==> src/rtl/dbd_pkg.sv <==
package dbd_pkg;

    localparam int DEF_MAX_CLASSES    = 128;
    localparam int DEF_EXP_TABLE_BITS = 10;

    localparam int LABEL_W = 7;
    localparam int SCORE_W = 16;
    localparam int OFF_W   = 16;
    localparam int ANC_W   = 16;
    localparam int DIM_W   = 13;
    localparam int VAR_W   = 16;
    localparam int PIX_W   = 16;
    localparam int CFG_AW  = 3;
    localparam int CFG_DW  = 16;

    localparam int ROM_W   = 32;
    localparam int RND_W   = 40;
    localparam int HALF_W  = 45;
    localparam int EDGE_W  = 47;
    localparam int PMUL_W  = 61;

    localparam int QUEUE_DEPTH = 2;
    localparam int QUEUE_AW    = 1;

    localparam logic [CFG_AW-1:0] CFG_SCORE_THRESHOLD = 3'd0;
    localparam logic [CFG_AW-1:0] CFG_IMAGE_WIDTH     = 3'd1;
    localparam logic [CFG_AW-1:0] CFG_IMAGE_HEIGHT    = 3'd2;
    localparam logic [CFG_AW-1:0] CFG_CENTER_VARIANCE = 3'd3;
    localparam logic [CFG_AW-1:0] CFG_SIZE_VARIANCE   = 3'd4;

    localparam logic signed [31:0] LOG2E_Q30 = 32'sd1549082005;
    localparam logic [63:0]        LN2_Q30   = 64'd744261118;
    localparam int                 SERIES_TERMS = 12;

    typedef struct packed {
        logic [SCORE_W-1:0] score_threshold;
        logic [DIM_W-1:0]   image_width;
        logic [DIM_W-1:0]   image_height;
        logic [VAR_W-1:0]   center_variance;
        logic [VAR_W-1:0]   size_variance;
    } t_cfg;

    typedef struct packed {
        logic [LABEL_W-1:0]      label;
        logic [SCORE_W-1:0]      score;
        logic signed [OFF_W-1:0] offset_cx;
        logic signed [OFF_W-1:0] offset_cy;
        logic signed [OFF_W-1:0] offset_w;
        logic signed [OFF_W-1:0] offset_h;
        logic [ANC_W-1:0]        anchor_cx;
        logic [ANC_W-1:0]        anchor_cy;
        logic [ANC_W-1:0]        anchor_w;
        logic [ANC_W-1:0]        anchor_h;
    } t_job;

    typedef enum logic [3:0] {
        ST_IDLE,
        ST_MUL1,
        ST_MUL2,
        ST_ROUND,
        ST_SCALE,
        ST_HALF,
        ST_EDGE,
        ST_PIX,
        ST_DONE
    } t_state;

    // 2^(idx/2^bits) in Q2.30 by a truncated series
    function automatic logic [ROM_W-1:0] exp2_entry(input int idx, input int bits);
        logic [63:0] y;
        logic [63:0] term;
        logic [63:0] sum;
        y = (64'(idx) * LN2_Q30 + (64'd1 << (bits - 1))) >> bits;
        term = 64'd1 << 30;
        sum = term;
        for (int k = 1; k <= SERIES_TERMS; k++) begin
            term = ((term * y) >> 30) / 64'(k);
            sum = sum + term;
        end
        return sum[ROM_W-1:0];
    endfunction

    // clip to [0, dim-1] pixels, convert to Q12.4 and saturate
    function automatic logic [PIX_W-1:0] to_pixels(input logic signed [PMUL_W-1:0] p,
                                                   input logic [DIM_W-1:0] dim);
        logic signed [DIM_W+1:0]   dm1;
        logic signed [PMUL_W-1:0]  lim;
        logic signed [PMUL_W-1:0]  c;
        logic [PMUL_W-1:0]         q;
        dm1 = $signed({2'b00, dim}) - 15'sd1;
        lim = {{(PMUL_W-DIM_W-2-32){dm1[DIM_W+1]}}, dm1, 32'b0};
        c = p;
        if (c > lim) begin
            c = lim;
        end
        if (c < 0) begin
            c = '0;
        end
        q = (PMUL_W'(c) + (PMUL_W'(1) << 27)) >> 28;
        return (q > PMUL_W'(16'hFFFF)) ? 16'hFFFF : q[PIX_W-1:0];
    endfunction

endpackage

==> src/rtl/dbd_queue.sv <==
module dbd_queue
    import dbd_pkg::*;
(
    input  logic i_clk,
    input  logic i_rst_n,
    input  logic i_push,
    input  t_job i_job,
    output logic o_full,
    input  logic i_pop,
    output logic o_valid,
    output t_job o_job
);

    t_job                r_mem [QUEUE_DEPTH];
    logic [QUEUE_AW-1:0] r_wr_ptr;
    logic [QUEUE_AW-1:0] r_rd_ptr;
    logic [QUEUE_AW:0]   r_count;

    assign o_full  = (r_count == (QUEUE_AW+1)'(QUEUE_DEPTH));
    assign o_valid = (r_count != '0);
    assign o_job   = r_mem[r_rd_ptr];

    always_ff @(posedge i_clk) begin
        if (i_push) begin
            r_mem[r_wr_ptr] <= i_job;
        end
    end

    always_ff @(posedge i_clk) begin
        if (!i_rst_n) begin
            r_wr_ptr <= '0;
            r_rd_ptr <= '0;
            r_count  <= '0;
        end else begin
            if (i_push) begin
                r_wr_ptr <= r_wr_ptr + 1'b1;
            end
            if (i_pop) begin
                r_rd_ptr <= r_rd_ptr + 1'b1;
            end
            r_count <= r_count + (QUEUE_AW+1)'(i_push) - (QUEUE_AW+1)'(i_pop);
        end
    end

endmodule

==> config.mk <==
export PLATFORM = sky130hd
export DESIGN_NAME = dbd_queue
export DESIGN_NICKNAME = d
export VERILOG_FILES = /design/src/rtl/dbd_pkg.sv /design/src/rtl/dbd_queue.sv
export SDC_FILE = /design/constraint.sdc
export NUM_CORES = 1
export LEC_CHECK = 0
export ABC_AREA = 1
export ABC_CLOCK_PERIOD_IN_PS = 12590
export BUFFER_PORTS_ARGS = -buffer_cell sky130_fd_sc_hd__buf_2
export CORE_ASPECT_RATIO = 0.6
export CORE_MARGIN = 3
export CORE_UTILIZATION = 40
export CTS_CLUSTER_SIZE = 20
export DETAILED_ROUTE_END_ITERATION = 10
export GPL_TIMING_DRIVEN = 0
export HOLD_SLACK_MARGIN = 0.06
export SYNTH_ARGS = -nofsm -noshare
export SYNTH_HDL_FRONTEND = slang
export SYNTH_SLANG_ARGS = --single-unit
==> constraint.sdc <==
create_clock -name i_clk -period 12.59 [get_ports i_clk]
set_clock_uncertainty 0.1 [all_clocks]
set_input_delay 2.518 -clock i_clk [delete_from_list [all_inputs] [get_ports i_clk]]
set_output_delay 2.518 -clock i_clk [all_outputs]
set_load 0.02 [all_outputs]
==> impl_metrics.ini <==
[timing]
setup_viol = 0
max_freq_ghz = 0.221
tightest_slew_ns = 0.571
period_share = 0.360
setup_tns_ns = 0
period_needed_ns = 4.53
rsz0062_at_grt = false
worst_hold_slack_ns = 0.453
slew_headroom = 0.619
finalMaxSlewViolations = 0
setup_slack_ns = 8.06
hold_viol_final = 0

[finish]
final_core_util = 0.522
final_cells = 1238
finalInstanceArea_um2 = 14600
layout-drive-gt1-share = 0.600
layout-area-overhead-vs-synth_pct = 27.1
nets = 1005

[worst_setup_path]
critPathCaptureType = primary output
critPathMaxFanout = 10
crit_path_end = o_job[68]
worst_ep_arrival_time_ns = 1.91
path_class = reg -> out
r2r_end = r_mem[0][53]$_DFFE_PP_
critical_path_required_ns = 9.97
cp-start-kind = register
reg2reg_slack_ns = 10.64
r2r_cells = 4
rr_startpoint = r_wr_ptr$_SDFFE_PN0P_

[synth]
synth_area_um2 = 11500
async_flop_share = 0
synth_flop_cell = edfxtp_1
syn_avg_cell_area_um2 = 22.8
synth_top_cell_by_area = edfxtp_1
synth_cell_types = 12
synth.area.top_cells = edfxtp_1 79%, mux2_4 12%, mux2_2 6.0%
synth_edf_count = 302
synth-seq-area-share = 0.798
yosysMostFrequentCell = edfxtp_1
synth_warnings = 0
yosys.area.top_type_share = 0.790
synthTopCellsByCount = 302 x edfxtp_1, 90 x mux2_4, 61 x mux2_2
ys_ff_latch = 307
synth_cells = 503
synth_nets = 660

[route]
drtIter0Drc = 246
first_pass_iters = 4
wl_per_cell_um = 18.8
vias_per_cell = 4.65
drc = 0
vias = 5751
ant_nets = 0
wirelength_um = 23300

[power_and_ir_drop]
p_int_mw = 1.80
powerDensity_nw_per_um2 = 159
ir_drop_mv = 0.119
netSwitchingPower_mw = 0.521
power_frac_comb = 0.119
clkPwrFrac = 0.367
seq_power_share = 0.514
p_total_mw = 2.32
power_leakage_nw = 5.70
p_sw_frac = 0.224

[placement]
post-dp-hpwl_um = 16100
io_buffers = 307
routabilityCongestion = 0.692
detailedPlace.worstSlack_ns = 8.27
placed_cells = 1184
dpl_cell_area_um2 = 13700

[cts]
ctsRootBufferMaster = clkbuf_16
clkSlewWorstSetupHoldPaths_ns = 0.06
clk_latency_ns = 0.54
holdBufCountCts = 0
cts_max_level = 1
cts_tree = built
cts_buffers = 29
ctsResizeCount = 0
cts.sinks = 307
cts_buffer_depth = 3
cts_setup_buffers = 0

[status]
status = finished clean

[floorplanning]
chipHeight_um = 137
die_area_um2 = 30900
fp-row-count = 47
io_pins = 308
core-area_um2 = 27900
initial_utilization = 0.411
die_w_um = 225

[grt]
grt_pass1_vias = 5859
grt_overflow = 0
track_usage = 0.143
grt_first_pass_wirelength_um = 33600
antenna_found_initial = 6
grt_max_degree = 89

[run]
cap_violations = 0

[hold_path]
hold_path_class = reg -> reg
sequential cells by signal, indices dropped and copies added (netlist names), named ones only:
signal,flops
r_count,2
r_mem,302
r_rd_ptr,1
r_wr_ptr,1
metal layers:
layer,up-vias,share of wire,global-route usage
li1,2680,-,-
met1,2840,0.44,0.186
met2,177,0.45,0.228
met3,44,0.083,0.0607
met4,10,0.022,0.0296
met5,-,0.0026,0
placed cells by master, fill, tap and decap left out, drive strengths merged:
| master | Yosys | routed |
|---|---|---|
| buf | 17 | 331 |
| edfxtp | 302 | 302 |
| mux2 | 151 | 151 |
| clkbuf | 0 | 43 |
| nand2 | 9 | 9 |
| nor2 | 8 | 8 |
| inv | 7 | 7 |
| dfxtp | 5 | 5 |
| clkinv | 0 | 5 |
| bufinv | 0 | 3 |
| ha | 2 | 2 |
| clkinvlp | 0 | 2 |
| diode | 0 | 1 |
| a21oi | 1 | 1 |
| nand3 | 1 | 1 |
worst max-delay path, stage by stage (launching register included):
cell,delay (ns)
dfxtp_1,0.32
buf_6,0.13
buf_6,0.20
buf_6,0.22
mux2_4,0.31
buf_2,0.18
worst min path at each step:
stage / startpoint / end / slack [ns] / cells past startpoint
after floorplan: r_rd_ptr$_SDFFE_PN0P_ / register / 0.36 / 2
after global placement: r_rd_ptr$_SDFFE_PN0P_ / r_rd_ptr$_SDFFE_PN0P_ / 0.38 / 2
after detailed placement: r_rd_ptr$_SDFFE_PN0P_ / r_rd_ptr$_SDFFE_PN0P_ / 0.40 / 2
after CTS: r_rd_ptr$_SDFFE_PN0P_ / register / 0.46 / 2
after global routing: r_wr_ptr$_SDFFE_PN0P_ / r_wr_ptr$_SDFFE_PN0P_ / 0.50 / 2
final: r_rd_ptr$_SDFFE_PN0P_ / register / 0.45 / 2
cell type report:
type	count	area (um2)
Clock inverter	10	126
Tap cell	367	459
Timing Repair Buffer	314	1710
Sequential cell	307	9170
Clock buffer	43	798
Fill cell	2278	13300
Multi-Input combinational cell	172	2140
Inverter	7	33.8
Buffer	17	154
Antenna cell	1	2.50
logic make-up after synthesis:
family | Yosys count | synth area share
buffers and inverters | 24 | 0.0157
AND/OR/NAND/NOR | 18 | 0.00599
adder cells (fa/ha/maj) | 2 | 0.00218
AO/OA/AOI/OAI | 1 | 0.000435
flip-flops | 307 | 0.798
multiplexers | 151 | 0.177
power groups by stage:
stage | Clock [mW] | Combinational (mW) | Sequential, mW
2_1_floorplan | 0 | 0.171 | 1.22
3_3_place_gp | 0 | 0.268 | 1.23
3_5_place_dp | 0 | 0.280 | 1.22
4_1_cts | 0.881 | 0.281 | 1.20
5_1_grt | 0.921 | 0.296 | 1.20
6_report | 0.852 | 0.276 | 1.19
Power figures use the tool's default switching activity.
