`src/rtl/dbd_pkg.sv`:
```
package dbd_pkg;

    localparam int DEF_MAX_CLASSES    = 128;
    localparam int DEF_EXP_TABLE_BITS = 10;

    localparam int LABEL_W = 7;
    localparam int SCORE_W = 16;
    localparam int OFF_W   = 16;
    localparam int ANC_W   = 16;
    localparam int DIM_W   = 13;
    localparam int VAR_W   = 16;
    localparam int PIX_W   = 16;
    localparam int CFG_AW  = 3;
    localparam int CFG_DW  = 16;

    localparam int ROM_W   = 32;
    localparam int RND_W   = 40;
    localparam int HALF_W  = 45;
    localparam int EDGE_W  = 47;
    localparam int PMUL_W  = 61;

    localparam int QUEUE_DEPTH = 2;
    localparam int QUEUE_AW    = 1;

    localparam logic [CFG_AW-1:0] CFG_SCORE_THRESHOLD = 3'd0;
    localparam logic [CFG_AW-1:0] CFG_IMAGE_WIDTH     = 3'd1;
    localparam logic [CFG_AW-1:0] CFG_IMAGE_HEIGHT    = 3'd2;
    localparam logic [CFG_AW-1:0] CFG_CENTER_VARIANCE = 3'd3;
    localparam logic [CFG_AW-1:0] CFG_SIZE_VARIANCE   = 3'd4;

    localparam logic signed [31:0] LOG2E_Q30 = 32'sd1549082005;
    localparam logic [63:0]        LN2_Q30   = 64'd744261118;
    localparam int                 SERIES_TERMS = 12;

    typedef struct packed {
        logic [SCORE_W-1:0] score_threshold;
        logic [DIM_W-1:0]   image_width;
        logic [DIM_W-1:0]   image_height;
        logic [VAR_W-1:0]   center_variance;
        logic [VAR_W-1:0]   size_variance;
    } t_cfg;

    typedef struct packed {
        logic [LABEL_W-1:0]      label;
        logic [SCORE_W-1:0]      score;
        logic signed [OFF_W-1:0] offset_cx;
        logic signed [OFF_W-1:0] offset_cy;
        logic signed [OFF_W-1:0] offset_w;
        logic signed [OFF_W-1:0] offset_h;
        logic [ANC_W-1:0]        anchor_cx;
        logic [ANC_W-1:0]        anchor_cy;
        logic [ANC_W-1:0]        anchor_w;
        logic [ANC_W-1:0]        anchor_h;
    } t_job;

    typedef enum logic [3:0] {
        ST_IDLE,
        ST_MUL1,
        ST_MUL2,
        ST_ROUND,
        ST_SCALE,
        ST_HALF,
        ST_EDGE,
        ST_PIX,
        ST_DONE
    } t_state;

    // 2^(idx/2^bits) in Q2.30 by a truncated series
    function automatic logic [ROM_W-1:0] exp2_entry(input int idx, input int bits);
        logic [63:0] y;
        logic [63:0] term;
        logic [63:0] sum;
        y = (64'(idx) * LN2_Q30 + (64'd1 << (bits - 1))) >> bits;
        term = 64'd1 << 30;
        sum = term;
        for (int k = 1; k <= SERIES_TERMS; k++) begin
            term = ((term * y) >> 30) / 64'(k);
            sum = sum + term;
        end
        return sum[ROM_W-1:0];
    endfunction

    // clip to [0, dim-1] pixels, convert to Q12.4 and saturate
    function automatic logic [PIX_W-1:0] to_pixels(input logic signed [PMUL_W-1:0] p,
                                                   input logic [DIM_W-1:0] dim);
        logic signed [DIM_W+1:0]   dm1;
        logic signed [PMUL_W-1:0]  lim;
        logic signed [PMUL_W-1:0]  c;
        logic [PMUL_W-1:0]         q;
        dm1 = $signed({2'b00, dim}) - 15'sd1;
        lim = {{(PMUL_W-DIM_W-2-32){dm1[DIM_W+1]}}, dm1, 32'b0};
        c = p;
        if (c > lim) begin
            c = lim;
        end
        if (c < 0) begin
            c = '0;
        end
        q = (PMUL_W'(c) + (PMUL_W'(1) << 27)) >> 28;
        return (q > PMUL_W'(16'hFFFF)) ? 16'hFFFF : q[PIX_W-1:0];
    endfunction

endpackage

```
`src/rtl/dbd_front.sv`:
```
module dbd_front
    import dbd_pkg::*;
#(
    parameter int MAX_CLASSES = DEF_MAX_CLASSES
) (
    input  logic                    i_clk,
    input  logic                    i_rst_n,
    input  logic                    i_valid,
    output logic                    o_ready,
    input  logic [SCORE_W-1:0]      i_class_score,
    input  logic                    i_last_class,
    input  logic signed [OFF_W-1:0] i_offset_cx,
    input  logic signed [OFF_W-1:0] i_offset_cy,
    input  logic signed [OFF_W-1:0] i_offset_w,
    input  logic signed [OFF_W-1:0] i_offset_h,
    input  logic [ANC_W-1:0]        i_anchor_cx,
    input  logic [ANC_W-1:0]        i_anchor_cy,
    input  logic [ANC_W-1:0]        i_anchor_w,
    input  logic [ANC_W-1:0]        i_anchor_h,
    input  logic [SCORE_W-1:0]      i_score_threshold,
    input  logic                    i_q_full,
    output logic                    o_push,
    output t_job                    o_job
);

    localparam logic [LABEL_W-1:0] CNT_LIMIT =
        (MAX_CLASSES - 1 > 127) ? 7'd127 : LABEL_W'(MAX_CLASSES - 1);

    logic [LABEL_W-1:0] r_count, n_count;
    logic [SCORE_W-1:0] r_best, n_best;
    logic [LABEL_W-1:0] r_label, n_label;
    logic               accept;
    logic               upd;
    logic [SCORE_W-1:0] cur_best;
    logic [LABEL_W-1:0] cur_label;

    assign o_ready = !i_q_full;
    assign accept  = i_valid && o_ready;

    always_comb begin
        upd       = (r_count != '0) && (i_class_score > r_best);
        cur_best  = upd ? i_class_score : r_best;
        cur_label = upd ? r_count : r_label;
        n_count   = r_count;
        n_best    = r_best;
        n_label   = r_label;
        if (accept) begin
            if (i_last_class) begin
                n_count = '0;
                n_best  = '0;
                n_label = '0;
            end else begin
                n_best  = cur_best;
                n_label = cur_label;
                if (r_count < CNT_LIMIT) begin
                    n_count = r_count + 7'd1;
                end
            end
        end
    end

    assign o_push = accept && i_last_class && (cur_label != '0)
                    && (cur_best > i_score_threshold);

    always_comb begin
        o_job.label     = cur_label;
        o_job.score     = cur_best;
        o_job.offset_cx = i_offset_cx;
        o_job.offset_cy = i_offset_cy;
        o_job.offset_w  = i_offset_w;
        o_job.offset_h  = i_offset_h;
        o_job.anchor_cx = i_anchor_cx;
        o_job.anchor_cy = i_anchor_cy;
        o_job.anchor_w  = i_anchor_w;
        o_job.anchor_h  = i_anchor_h;
    end

    always_ff @(posedge i_clk) begin
        if (!i_rst_n) begin
            r_count <= '0;
            r_best  <= '0;
            r_label <= '0;
        end else begin
            r_count <= n_count;
            r_best  <= n_best;
            r_label <= n_label;
        end
    end

endmodule

```
`config.mk`:
```
export PLATFORM = sky130hd
export DESIGN_NAME = dbd_front
export DESIGN_NICKNAME = d
export VERILOG_FILES = /design/src/rtl/dbd_pkg.sv /design/src/rtl/dbd_front.sv
export SDC_FILE = /design/constraint.sdc
export NUM_CORES = 1
export LEC_CHECK = 0
export ABC_AREA = 1
export BUFFER_PORTS_ARGS = -buffer_cell sky130_fd_sc_hd__buf_2
export CAP_MARGIN = 20
export CORE_AREA = 2 2 125 127
export DETAILED_ROUTE_END_ITERATION = 8
export DIE_AREA = 0 0 127 129
export HOLD_SLACK_MARGIN = 0.05
export PLACE_DENSITY_LB_ADDON = 0.15
export REMOVE_ABC_BUFFERS = 1
export SLEW_MARGIN = 20
export SYNTH_ARGS = -nofsm -noshare
export SYNTH_HDL_FRONTEND = slang
export SYNTH_SLANG_ARGS = --single-unit
```
`constraint.sdc`:
```
create_clock -name i_clk -period 4.8 [get_ports i_clk]
set_clock_uncertainty 0.15 [all_clocks]
set_input_delay 0.96 -clock i_clk [delete_from_list [all_inputs] [get_ports i_clk]]
set_output_delay 0.96 -clock i_clk [all_outputs]
set_load 0.02 [all_outputs]
```
==> key figures, run 1 <==
Synthesis
  • Compound-Gate Fraction of Synth Area: 14.9%
  • Syn Area/Cell: 7.18 um^2
  • Largest area contributor in the netlist: buf_4
  • Area contributors post-synth: buf_4 (27%), dfxtp_1 (17%), ha_1 (12%), nand2_1 (9.2%), inv_1 (6.3%)
  • Synth Area in Simple Gates: 20.1%
  • Post-Syn Instances: 496
  • Largest family of logic cells by synthesized area: buffers and inverters
  • Mapped Area: 3560 um^2
  • Seq cells post-synth: 30
  • Syn. warnings: 0
  • Synth unique cells: 35
  • Post-synthesis mux area share: 0%
  • Most common library cells after synthesis: buf_4 (129), nand2_1 (87), inv_1 (60), ha_1 (34), a21oi_1 (32)
  • Post-Synth Adder-Cell Area: 12.0%
  • Number of synthesized flops with an enable pin: 0
  • Xor and xnor area share after synthesis: 0.246%
  • Primary FF master, synth: dfxtp_1
  • Synth async-reset ratio: 0%
  • Top-count cell post-synth: buf_4
  • Yosys top cell area share: 27.2%
  • Register area share after synthesis: 16.9%

Placement
  • HPWL Detailed: 26900 um
  • Pre-CTS setup slack: -0.169 ns
  • Cell total after placement: 639
  • Number of port buffers: 61
  • Gpl congestion: 1.17

Setup path
  • Cell Chain, Critical Path: buf_2 > ha_1 > nand2_2 > nor2_4 > nand4_1 > nor2_2 > nor2_4 > nand2_8 > buf_12 > buf_4 > nor2_4 > a21oi_4 > ha_4 > nand3_4 > nor3_4 > buf_6 > nand2_1 > nand2_1 > nand2_1 > a21oi_2 > buf_6
  • R2r setup slk: 2.28 ns
  • CP Class: in2out
  • Startpoint Class: input port
  • Crit path max-delay family: simple AND/OR/NAND/NOR gates
  • Arrival time worst endpoint: 3.56 ns
  • CP max-delay cell: ha_1
  • Worst setup EP type: output port
  • Req. time, crit path: 3.69 ns
  • Critical Path Max Stage Delay: 0.30 ns
  • CP max FO: 5
  • Worst Path Buf+Inv: 5

Route
  • Vias per inst: 4.80
  • Antenna-violating nets left: 0
  • Via Count: 3143
  • Initial DRC count: 225
  • WL final: 29300 um
  • DR WL/cell: 44.8 um
  • Drt pass-1 iters: 6
  • Post-route DRC: 0

STA
  • Final min period: 4.67 ns
  • Crit share post-route: 97.2%
  • Slew @ Worst Pin: 0.438 ns
  • Maximum clock frequency: 214 MHz
  • Max-slew violations: 0
  • Slew HR: 70.8%
  • Slack of the critical path: 0.134 ns
  • # setup viols final: 0
  • Final hold vios: 0

Power
  • Max VDD drop: 0.111 mV
  • PD cells: 211 nW/um^2
  • Final Power: 0.841 mW
  • Leakage power: 1.74 nW
  • Clk pwr share: 39.8%
  • Sw Share: 32.7%
  • Logic pwr share: 30.1%
  • Switching power: 0.275 mW
  • Reg power frac: 30.1%
  • Internal power: 0.566 mW

CTS
  • Max clock buf depth: 2
  • Clock-pin slew on the worst setup and hold paths: 0.05 ns
  • TritonCTS clock tree: built
  • CTS Buf Count: 5
  • CTS H-tree lvls: 2
  • Post-CTS Hold Fix Bufs: 0
  • Clock sinks: 30
  • Worst-Skew Late Latency: 0.28 ns
  • CTS Root Cell: clkbuf_16

GRT
  • Largest net degree at the start of global routing: 27
  • First-pass GRT wire length: 34800 um
  • Vias in the first global route: 2842
  • Initial antenna violation count: 0
  • Total Routing Usage GR: 34.4%
  • Gr ovfl total: 0

Floorplanning
  • Die H: 129 um
  • IO Count: 318
  • Row cnt: 45
  • Die W: 127 um
  • Core Area: 15000 um^2
  • Initial core utilization: 23.8%
  • Die Area: 16400 um^2

Flow run
  • MaxCap Viol Count: 0

Run status
  • Status: complete, no violations

Layout
  • Post-route insts no fill: 655
  • P&R area growth vs syn: 12.1%
  • Layout cells sized above 1: 45.2%
  • Ant. Diodes: 0
  • Nets@finish: 665
  • Fillers: 1666

Hold path
  • Hold/Removal Path Class: reg2reg
[through the flow]
step                TNS [ns]  hold slack [ns]  utilization [%]  instance area [um^2]
CTS                        0            0.318             23.6                  3530
finish                     0            0.317             26.7                  3990
global placement      -0.134            0.303             22.3                  3340
global route         -0.0750            0.331             26.7                  3990
floorplan                  0            0.295                -                  2520
detailed placement    -0.169            0.309             22.3                  3340
[state kept, by name, indices dropped and copies added (netlist names)]
signal / flops
r_best: 16
r_count: 7
r_label: 7
[per-layer routing]
| layer | part of all wire [%] | wire length (um) | vias to the layer above | GRT usage [%] |
|---|---|---|---|---|
| met5 | 0.79 | 232 | - | 10.3 |
| met4 | 7.4 | 2170 | 8 | 18.2 |
| met3 | 25 | 7250 | 70 | 41.2 |
| met2 | 48 | 14200 | 382 | 61.0 |
| met1 | 19 | 5460 | 1309 | 17.4 |
| li1 | - | - | 1374 | - |
[cells in the final DEF (no fill, tap or decap), types with 6 or more instances in the layout]
cell type	count
ha_1	18
buf_2	57
clkbuf_16	7
a21oi_1	26
nand2_2	21
ha_4	15
o21ai_0	6
nor2_4	9
a21oi_4	11
nand2_1	77
nor2_2	11
nand3_1	14
dfxtp_1	30
inv_1	58
a21oi_2	20
nor2_1	9
buf_4	35
[power by group through the flow]
stage          clock, mW  combinational [mW]  sequential, mW
2_1_floorplan          0               0.110           0.258
3_3_place_gp           0               0.204           0.259
3_5_place_dp           0               0.203           0.259
4_1_cts            0.345               0.208           0.253
5_1_grt            0.354               0.277           0.254
6_report           0.334               0.253           0.253
[worst paths after layout]
path / startpoint / end / cells after the start
max: i_class_score[4] / o_push / 21
max reg2reg: r_best[3]$_SDFFE_PN0P_ / r_best[5]$_SDFFE_PN0P_ / 17
min reg2reg: r_label[5]$_SDFFE_PN0P_ / r_label[5]$_SDFFE_PN0P_ / 2
min: r_label[5]$_SDFFE_PN0P_ / r_label[5]$_SDFFE_PN0P_ / 2
[area by class of cell]
type | instances | area (um^2) | area share (%)
clock buffers | 7 | 143 | 3.57
clock inverters | 1 | 5.00 | 0.125
inverters | 65 | 244 | 6.11
multi-input cells | 263 | 2050 | 51.4
flip-flops and latches | 30 | 601 | 15.0
well taps | 188 | 235 | 5.89
repair buffers | 101 | 712 | 17.8
[worst reg2reg max path: cells and delay by family (launching register included)]
kind | cells | cell delay (ns)
AO/OA/AOI/OAI | 3 | 0.47
AND/OR/NAND/NOR | 8 | 0.58
buffers and inverters | 5 | 0.69
flip-flops | 1 | 0.31
adder cells (fa/ha/maj) | 1 | 0.23
[repair_timing]
action / 4_1_cts / 5_1_grt
pin swaps: 2 / 24
endpoints found under the setup margin: 1 / 1
gates resized for setup: 14 / 62
cloned: 0 / 2
setup buffers: 0 / 6
[cell families after synthesis]
family	after synthesis
compound gates	70
xor+xnor	1
fa+ha+maj	34
buf+inv	203
flops	30
simple gates	158
Note: power is estimated with default switching activity, not from simulation.
==> inputs of run 2 (changes only) <==
--- a/config.mk
+++ b/config.mk
@@ -14,6 +14,7 @@
 export HOLD_SLACK_MARGIN = 0.05
 export PLACE_DENSITY_LB_ADDON = 0.15
 export REMOVE_ABC_BUFFERS = 1
+export SETUP_SLACK_MARGIN = 0.4
 export SLEW_MARGIN = 20
 export SYNTH_ARGS = -nofsm -noshare
 export SYNTH_HDL_FRONTEND = slang
==> run 2 against run 1 <==
Die area unchanged. Critical endpoint unchanged. Worst setup slack better by 0.043 ns. Cell area rose by 4.8%. Via count up 1.1%. Fmax up 0.93%. Global-route usage rose by 0.64 points. Worst hold slack better by 0.0010 ns. Sequential power is essentially flat. Sequential cell count did not move. Register-to-register slack better by 0.04 ns.
==> key figures, run 2 (synthesized netlist as in run 1, its figures left out) <==
Run status
  • Status: complete, no violations (unchanged)

Power
  • PD cells: 205 nW/um^2 (was 211 nW/um^2)
  • Max VDD drop: 0.112 mV (was 0.111 mV)
  • Leakage power: 1.82 nW (was 1.74 nW)
  • Final Power: 0.860 mW (was 0.841 mW)

Route
  • Via Count: 3179 (was 3143)
  • Initial DRC count: 194 (was 225)
  • Drt pass-1 iters: 5 (was 6)
  • WL final: 29600 um (was 29300 um)
  • Vias per inst: 4.81 (was 4.80)
  • DR WL/cell: 44.7 um (was 44.8 um)
  • Post-route DRC: 0 (unchanged)
  • Antenna-violating nets left: 0 (unchanged)

CTS
  • Clock sinks: 30 (unchanged)
  • CTS Root Cell: clkbuf_16 (unchanged)
  • TritonCTS clock tree: built (unchanged)
  • Post-CTS Hold Fix Bufs: 0 (unchanged)
  • Worst-Skew Late Latency: 0.28 ns (about the same)
  • Max clock buf depth: 2 (unchanged)
  • Clock-pin slew on the worst setup and hold paths: 0.05 ns (about the same)
  • CTS Buf Count: 5 (unchanged)
  • CTS H-tree lvls: 2 (unchanged)

Setup path
  • Arrival time worst endpoint: 3.51 ns (was 3.56 ns)
  • Critical Path Max Stage Delay: 0.29 ns (was 0.30 ns)
  • Req. time, crit path: 3.69 ns (about the same)
  • CP max-delay cell: ha_4 (was ha_1)
  • CP Class: in2out (unchanged)
  • CP max FO: 5 (unchanged)
  • Reg2reg start: r_best[9]$_SDFFE_PN0P_ (was r_best[3]$_SDFFE_PN0P_)
  • Most frequent cell on the critical path: nand2_1
  • Cell Chain, Critical Path: buf_2 > ha_4 > nand2_1 > nor2_2 > nand2_4 > clkinv_2 > nand2_4 > nand2_4 > nand2_8 > buf_12 > nor2_4 > a21oi_4 > ha_4 > nand3_4 > o211ai_1 > nand4_1 > nand3_1 > nand2_1 > nand2_1 > nand2_1 > a21oi_2 > buf_6 (was buf_2 > ha_1 > nand2_2 > nor2_4 > nand4_1 > nor2_2 > nor2_4 > nand2_8 > buf_12 > buf_4 > nor2_4 > a21oi_4 > ha_4 > nand3_4 > nor3_4 > buf_6 > nand2_1 > nand2_1 > nand2_1 > a21oi_2 > buf_6)
  • Endpoint of the worst-slack reg-to-reg timing path: r_best[5]$_SDFFE_PN0P_ (unchanged)
  • Startpoint Class: input port (unchanged)
  • Worst setup EP type: output port (unchanged)
  • R2r setup slk: 2.32 ns (was 2.28 ns)
  • Worst R2R Path Depth: 17 (unchanged)

GRT
  • First-pass GRT wire length: 35500 um (was 34800 um)
  • Vias in the first global route: 2935 (was 2842)
  • Largest net degree at the start of global routing: 27 (unchanged)
  • Total Routing Usage GR: 35.0% (was 34.4%)
  • Gr ovfl total: 0 (unchanged)
  • Initial antenna violation count: 0 (unchanged)

Hold path
  • Hold/Removal Path Class: reg2reg (unchanged)
  • Hold Crit Depth: 2 (unchanged)
  • HP Start: r_label[5]$_SDFFE_PN0P_ (unchanged)
  • Worst Hold Path EP: r_label[5]$_SDFFE_PN0P_ (unchanged)

Floorplanning
  • Die Area: 16400 um^2 (unchanged)
  • Die H: 129 um (unchanged)
  • IO Count: 318 (unchanged)
  • Initial core utilization: 23.8% (unchanged)
  • Die W: 127 um (unchanged)
  • Row cnt: 45 (unchanged)
  • Core Area: 15000 um^2 (unchanged)

Layout
  • P&R area growth vs syn: 17.5% (was 12.1%)
  • Largest Register: r_best (unchanged)
  • Nets@finish: 671 (was 665)
  • Max FFs per register: 16 (unchanged)
  • Ant. Diodes: 0 (unchanged)
  • Most frequent cells in the layout: nand2_1 (73), inv_1 (57), buf_2 (52) (was nand2_1 (77), inv_1 (58), buf_2 (57))
  • Commonest non-fill, non-tap cell in the layout: nand2_1 (unchanged)
  • Fillers: 1657 (was 1666)
  • Layout cells sized above 1: 48.4% (was 45.2%)
  • Largest regs: r_best x16, r_count x7, r_label x7 (unchanged)

STA
  • RSZ-0062 raised after global routing: yes
  • Crit share post-route: 96.3% (was 97.2%)
  • Slew HR: 70.7% (was 70.8%)
  • Maximum clock frequency: 216 MHz (was 214 MHz)
  • Max-slew violations: 0 (unchanged)
  • Fin Setup TNS: 0 ns (unchanged)
  • Final hold vios: 0 (unchanged)
  • Slew @ Worst Pin: 0.439 ns (was 0.438 ns)
  • # setup viols final: 0 (unchanged)
  • Final min period: 4.62 ns (was 4.67 ns)

Placement
  • Number of port buffers: 61 (unchanged)
  • HPWL Detailed: 26900 um (unchanged)
  • Gpl congestion: 1.17 (unchanged)

Flow run
  • MaxCap Viol Count: 0 (unchanged)
## run 2: what timing repair did
action / CTS / global route
resized for setup: 62 / 43
setup buffers: 6 / 5
cloned: 1 / 2
pin swaps: 22 / 32
endpoints found under the setup margin: 1 / 1
hold endpoints to repair: 0 / 0
## run 2: how the worst max path moves through the flow
stage	from	end	cells after the start
6_report	i_class_score[10]	o_push	22
5_1_grt	i_class_score[11]	o_push	22
4_1_cts	i_class_score[15]	o_push	21
3_5_place_dp	i_class_score[15]	o_push	21
3_3_place_gp	i_class_score[1]	o_push	23
2_1_floorplan	i_class_score[11]	o_push	17
## run 2: final cells by class
cell class / instances / area (um^2) / share of cell area [%]
timing repair buffer: 106 / 774 / 18.5
clock inverter: 1 / 5.00 / 0.120
sequential: 30 / 601 / 14.4
multi-input combinational: 264 / 2180 / 52.1
tap: 188 / 235 / 5.62
inverter: 65 / 245 / 5.86
clock buffer: 7 / 143 / 3.41
## run 2: layer usage
metal | part of all wire (%) | track usage (%) | vias up
met2 | 49 | 61.6 | 371
met1 | 19 | 18.2 | 1353
met4 | 7.2 | 19.7 | 2
met5 | 0.29 | 5.00 | -
li1 | - | - | 1393
met3 | 25 | 42.0 | 60
## run 2: worst max-delay path: cells and delay by family
family / cells / cell delay, ns
fa+ha+maj: 2 / 0.55
buf+inv: 4 / 0.50
simple gates: 13 / 1.11
compound gates: 3 / 0.40
## run 2: report_power, final
group          internal [mW]  leakage [nW]  switching, mW
Sequential             0.252         0.242        0.00174
Combinational          0.121          1.51          0.151
Clock                  0.206        0.0739          0.128
## run 2: stage by stage
stage	area (um^2)	instances	util (%)	hold slack (ns)	worst slack [ns]
4_1_cts	3900	654	26.0	0.318	0.138
3_3_place_gp	3340	639	22.3	0.303	-0.134
5_1_grt	4180	661	27.9	0.331	0.0102
2_1_floorplan	2520	358	-	0.295	0.0357
6_report	4180	661	27.9	0.318	0.177
3_5_place_dp	3340	639	22.3	0.309	-0.169
==> inputs of run 3 (changes only) <==
--- a/config.mk
+++ b/config.mk
@@ -8,9 +8,9 @@
 export ABC_AREA = 1
 export BUFFER_PORTS_ARGS = -buffer_cell sky130_fd_sc_hd__buf_2
 export CAP_MARGIN = 20
-export CORE_AREA = 2 2 125 127
+export CORE_AREA = 2 2 124 126
 export DETAILED_ROUTE_END_ITERATION = 8
-export DIE_AREA = 0 0 127 129
+export DIE_AREA = 0 0 126 128
 export HOLD_SLACK_MARGIN = 0.05
 export PLACE_DENSITY_LB_ADDON = 0.15
 export REMOVE_ABC_BUFFERS = 1
==> constraint.sdc (replaced) <==
create_clock -name i_clk -period 5.99 [get_ports i_clk]
set_clock_uncertainty 0.15 [all_clocks]
set_input_delay 1.198 -clock i_clk [delete_from_list [all_inputs] [get_ports i_clk]]
set_output_delay 1.198 -clock i_clk [all_outputs]
set_load 0.02 [all_outputs]
==> run 3 against run 2 <==
Power down 27%. Critical path depth decreased by 1. Critical path type unchanged. Worst hold slack worse by 0.00084 ns. Register-to-register slack improved by 1.2 ns. Global-route usage rose by 0.097 points. Sequential power down 20%. Combinational power fell by 40%. Final cell count down 3.3%. Die area fell by 1.6%. Worst setup slack better by 0.48 ns.
==> key figures, run 3 (synthesized netlist as in run 1, its figures left out) <==
GRT
  • First-pass GRT wire length: 35800 um (was 35500 um)
  • Vias in the first global route: 3028 (was 2935)
  • Gr ovfl total: 0 (unchanged)
  • Initial antenna violation count: 0 (unchanged)
  • Largest net degree at the start of global routing: 27 (unchanged)
  • Total Routing Usage GR: 35.1% (was 35.0%)

Setup path
  • CP max FO: 15 (was 5)
  • Req. time, crit path: 4.64 ns (was 3.69 ns)
  • Cell Chain, Critical Path: buf_2 > ha_1 > nand2_1 > nand2_1 > nand3_1 > nand2_1 > a21oi_2 > nand2_4 > nand2_8 > buf_4 > nor2_1 > a21oi_4 > ha_1 > a21oi_1 > o21ai_0 > buf_4 > a21oi_1 > nand2_1 > nand2_1 > a21oi_2 > buf_4 (was buf_2 > ha_4 > nand2_1 > nor2_2 > nand2_4 > clkinv_2 > nand2_4 > nand2_4 > nand2_8 > buf_12 > nor2_4 > a21oi_4 > ha_4 > nand3_4 > o211ai_1 > nand4_1 > nand3_1 > nand2_1 > nand2_1 > nand2_1 > a21oi_2 > buf_6)
  • CP Class: in2out (unchanged)
  • Worst setup EP type: output port (unchanged)
  • Critical Path Max Stage Delay: 0.32 ns (was 0.29 ns)
  • Most frequent cell on the critical path: nand2_1 (unchanged)
  • CP max-delay cell: ha_1 (was ha_4)
  • Arrival time worst endpoint: 3.98 ns (was 3.51 ns)
  • Startpoint Class: input port (unchanged)

Floorplanning
  • Core Area: 14900 um^2 (was 15000 um^2)
  • Die Area: 16100 um^2 (was 16400 um^2)
  • Row cnt: 45 (unchanged)
  • Die H: 128 um (was 129 um)
  • Die W: 126 um (was 127 um)
  • IO Count: 318 (unchanged)
  • Initial core utilization: 23.9% (was 23.8%)

Route
  • Initial DRC count: 191 (was 194)
  • Via Count: 3067 (was 3179)
  • Drt pass-1 iters: 4 (was 5)
  • Vias per inst: 4.80 (was 4.81)
  • WL final: 29000 um (was 29600 um)
  • Post-route DRC: 0 (unchanged)
  • DR WL/cell: 45.4 um (was 44.7 um)
  • Antenna-violating nets left: 0 (unchanged)

STA
  • Maximum clock frequency: 188 MHz
  • Final hold vios: 0 (unchanged)
  • # setup viols final: 0 (unchanged)
  • RSZ-0062 raised after global routing: no (was yes)
  • Slew @ Worst Pin: 0.899 ns (was 0.439 ns)
  • Final min period: 5.33 ns
  • Crit share post-route: 89.0%
  • Max-slew violations: 0 (unchanged)
  • Slew HR: 40.0% (was 70.7%)
  • Fin Setup TNS: 0 ns (unchanged)

Layout
  • Most frequent cells in the layout: nand2_1 (86), inv_1 (60), buf_2 (60) (was nand2_1 (73), inv_1 (57), buf_2 (52))
  • Largest Register: r_best (unchanged)
  • Commonest non-fill, non-tap cell in the layout: nand2_1 (unchanged)
  • Ant. Diodes: 0 (unchanged)
  • Nets@finish: 649 (was 671)
  • Layout cells sized above 1: 33.9% (was 48.4%)
  • Max FFs per register: 16 (unchanged)
  • P&R area growth vs syn: -2.25% (was 17.5%)
  • Largest regs: r_best x16, r_count x7, r_label x7 (unchanged)

CTS
  • Clock sinks: 30 (unchanged)
  • Clock-pin slew on the worst setup and hold paths: 0.05 ns (about the same)
  • CTS Buf Count: 5 (unchanged)
  • TritonCTS clock tree: built (unchanged)
  • CTS H-tree lvls: 2 (unchanged)
  • CTS Root Cell: clkbuf_16 (unchanged)
  • Max clock buf depth: 2 (unchanged)
  • Worst-Skew Late Latency: 0.28 ns (about the same)

Hold path
  • Hold/Removal Path Class: reg2reg (unchanged)

Power
  • Max VDD drop: 0.0842 mV (was 0.112 mV)
  • PD cells: 181 nW/um^2 (was 205 nW/um^2)
  • Leakage power: 1.61 nW (was 1.82 nW)
  • Final Power: 0.631 mW (was 0.860 mW)

Placement
  • Number of port buffers: 61 (unchanged)
  • HPWL Detailed: 27000 um (was 26900 um)
  • Gpl congestion: 1.14 (was 1.17)

Run status
  • Status: complete, no violations (unchanged)

Flow run
  • MaxCap Viol Count: 0 (unchanged)
run 3: cell count changes in the layout (fill, tap and decap cells not counted), sizes merged:
cell	before	now
buf	105	85
clkbuf	8	6
clkinvlp	0	1
nand2	101	100
run 3: worst max-delay path: cells and delay by family:
| family | cells | cell delay [ns] |
|---|---|---|
| AO/OA/AOI/OAI | 6 | 0.86 |
| AND/OR/NAND/NOR | 9 | 0.73 |
| buffers and inverters | 4 | 0.62 |
| adder cells (fa/ha/maj) | 2 | 0.58 |
run 3: per-layer routing:
metal  GRT usage, %  routed length [um]
met2           61.5               14100
met5           5.88                 126
met3           44.2                7590
met4           20.0                2210
met1           16.7                5060
run 3: layout make-up:
type,instances,area [um^2]
inverter,65,244
tap,188,235
timing repair buffer,85,508
clock buffer,6,139
multi-input combinational,263,1740
sequential,30,601
clock inverter,2,12.5
fill,1744,11400
run 3: report_power, final:
part | total, mW | internal [mW] | switching, mW
Sequential | 0.203 | 0.202 | 0.00139
Combinational | 0.163 | 0.0624 | 0.100
Clock | 0.266 | 0.165 | 0.101
Total | 0.631 | 0.429 | 0.203
run 3: timing repair:
| action | 4_1_cts | 5_1_grt |
|---|---|---|
| setup endpoints to repair | 1 | 1 |
| hold buffers | 0 | 0 |
| pin swaps | 0 | 3 |
| resized for setup | 2 | 10 |
| setup buffers | 0 | 9 |
run 3: path summary, 6_finish.rpt:
check,start,to,slack [ns],depth (start not counted)
max,i_class_score[9],o_push,0.66,21
min,r_label[3]$_SDFFE_PN0P_,r_label[3]$_SDFFE_PN0P_,0.32,2
max reg2reg,r_best[9]$_SDFFE_PN0P_,r_best[12]$_SDFFE_PN0P_,3.53,14
min reg2reg,r_label[3]$_SDFFE_PN0P_,r_label[3]$_SDFFE_PN0P_,0.32,2
run 3: stage by stage:
stage	hold WS, ns	cells	instance area, um^2	setup slack, ns	util (%)
6_report	0.317	639	3480	0.660	23.4
5_1_grt	0.327	639	3480	0.412	23.4
4_1_cts	0.316	630	3370	0.413	22.7
3_5_place_dp	0.306	622	3200	0.309	21.6
3_3_place_gp	0.305	621	3180	0.301	21.4
2_1_floorplan	0.295	358	2520	0.750	-
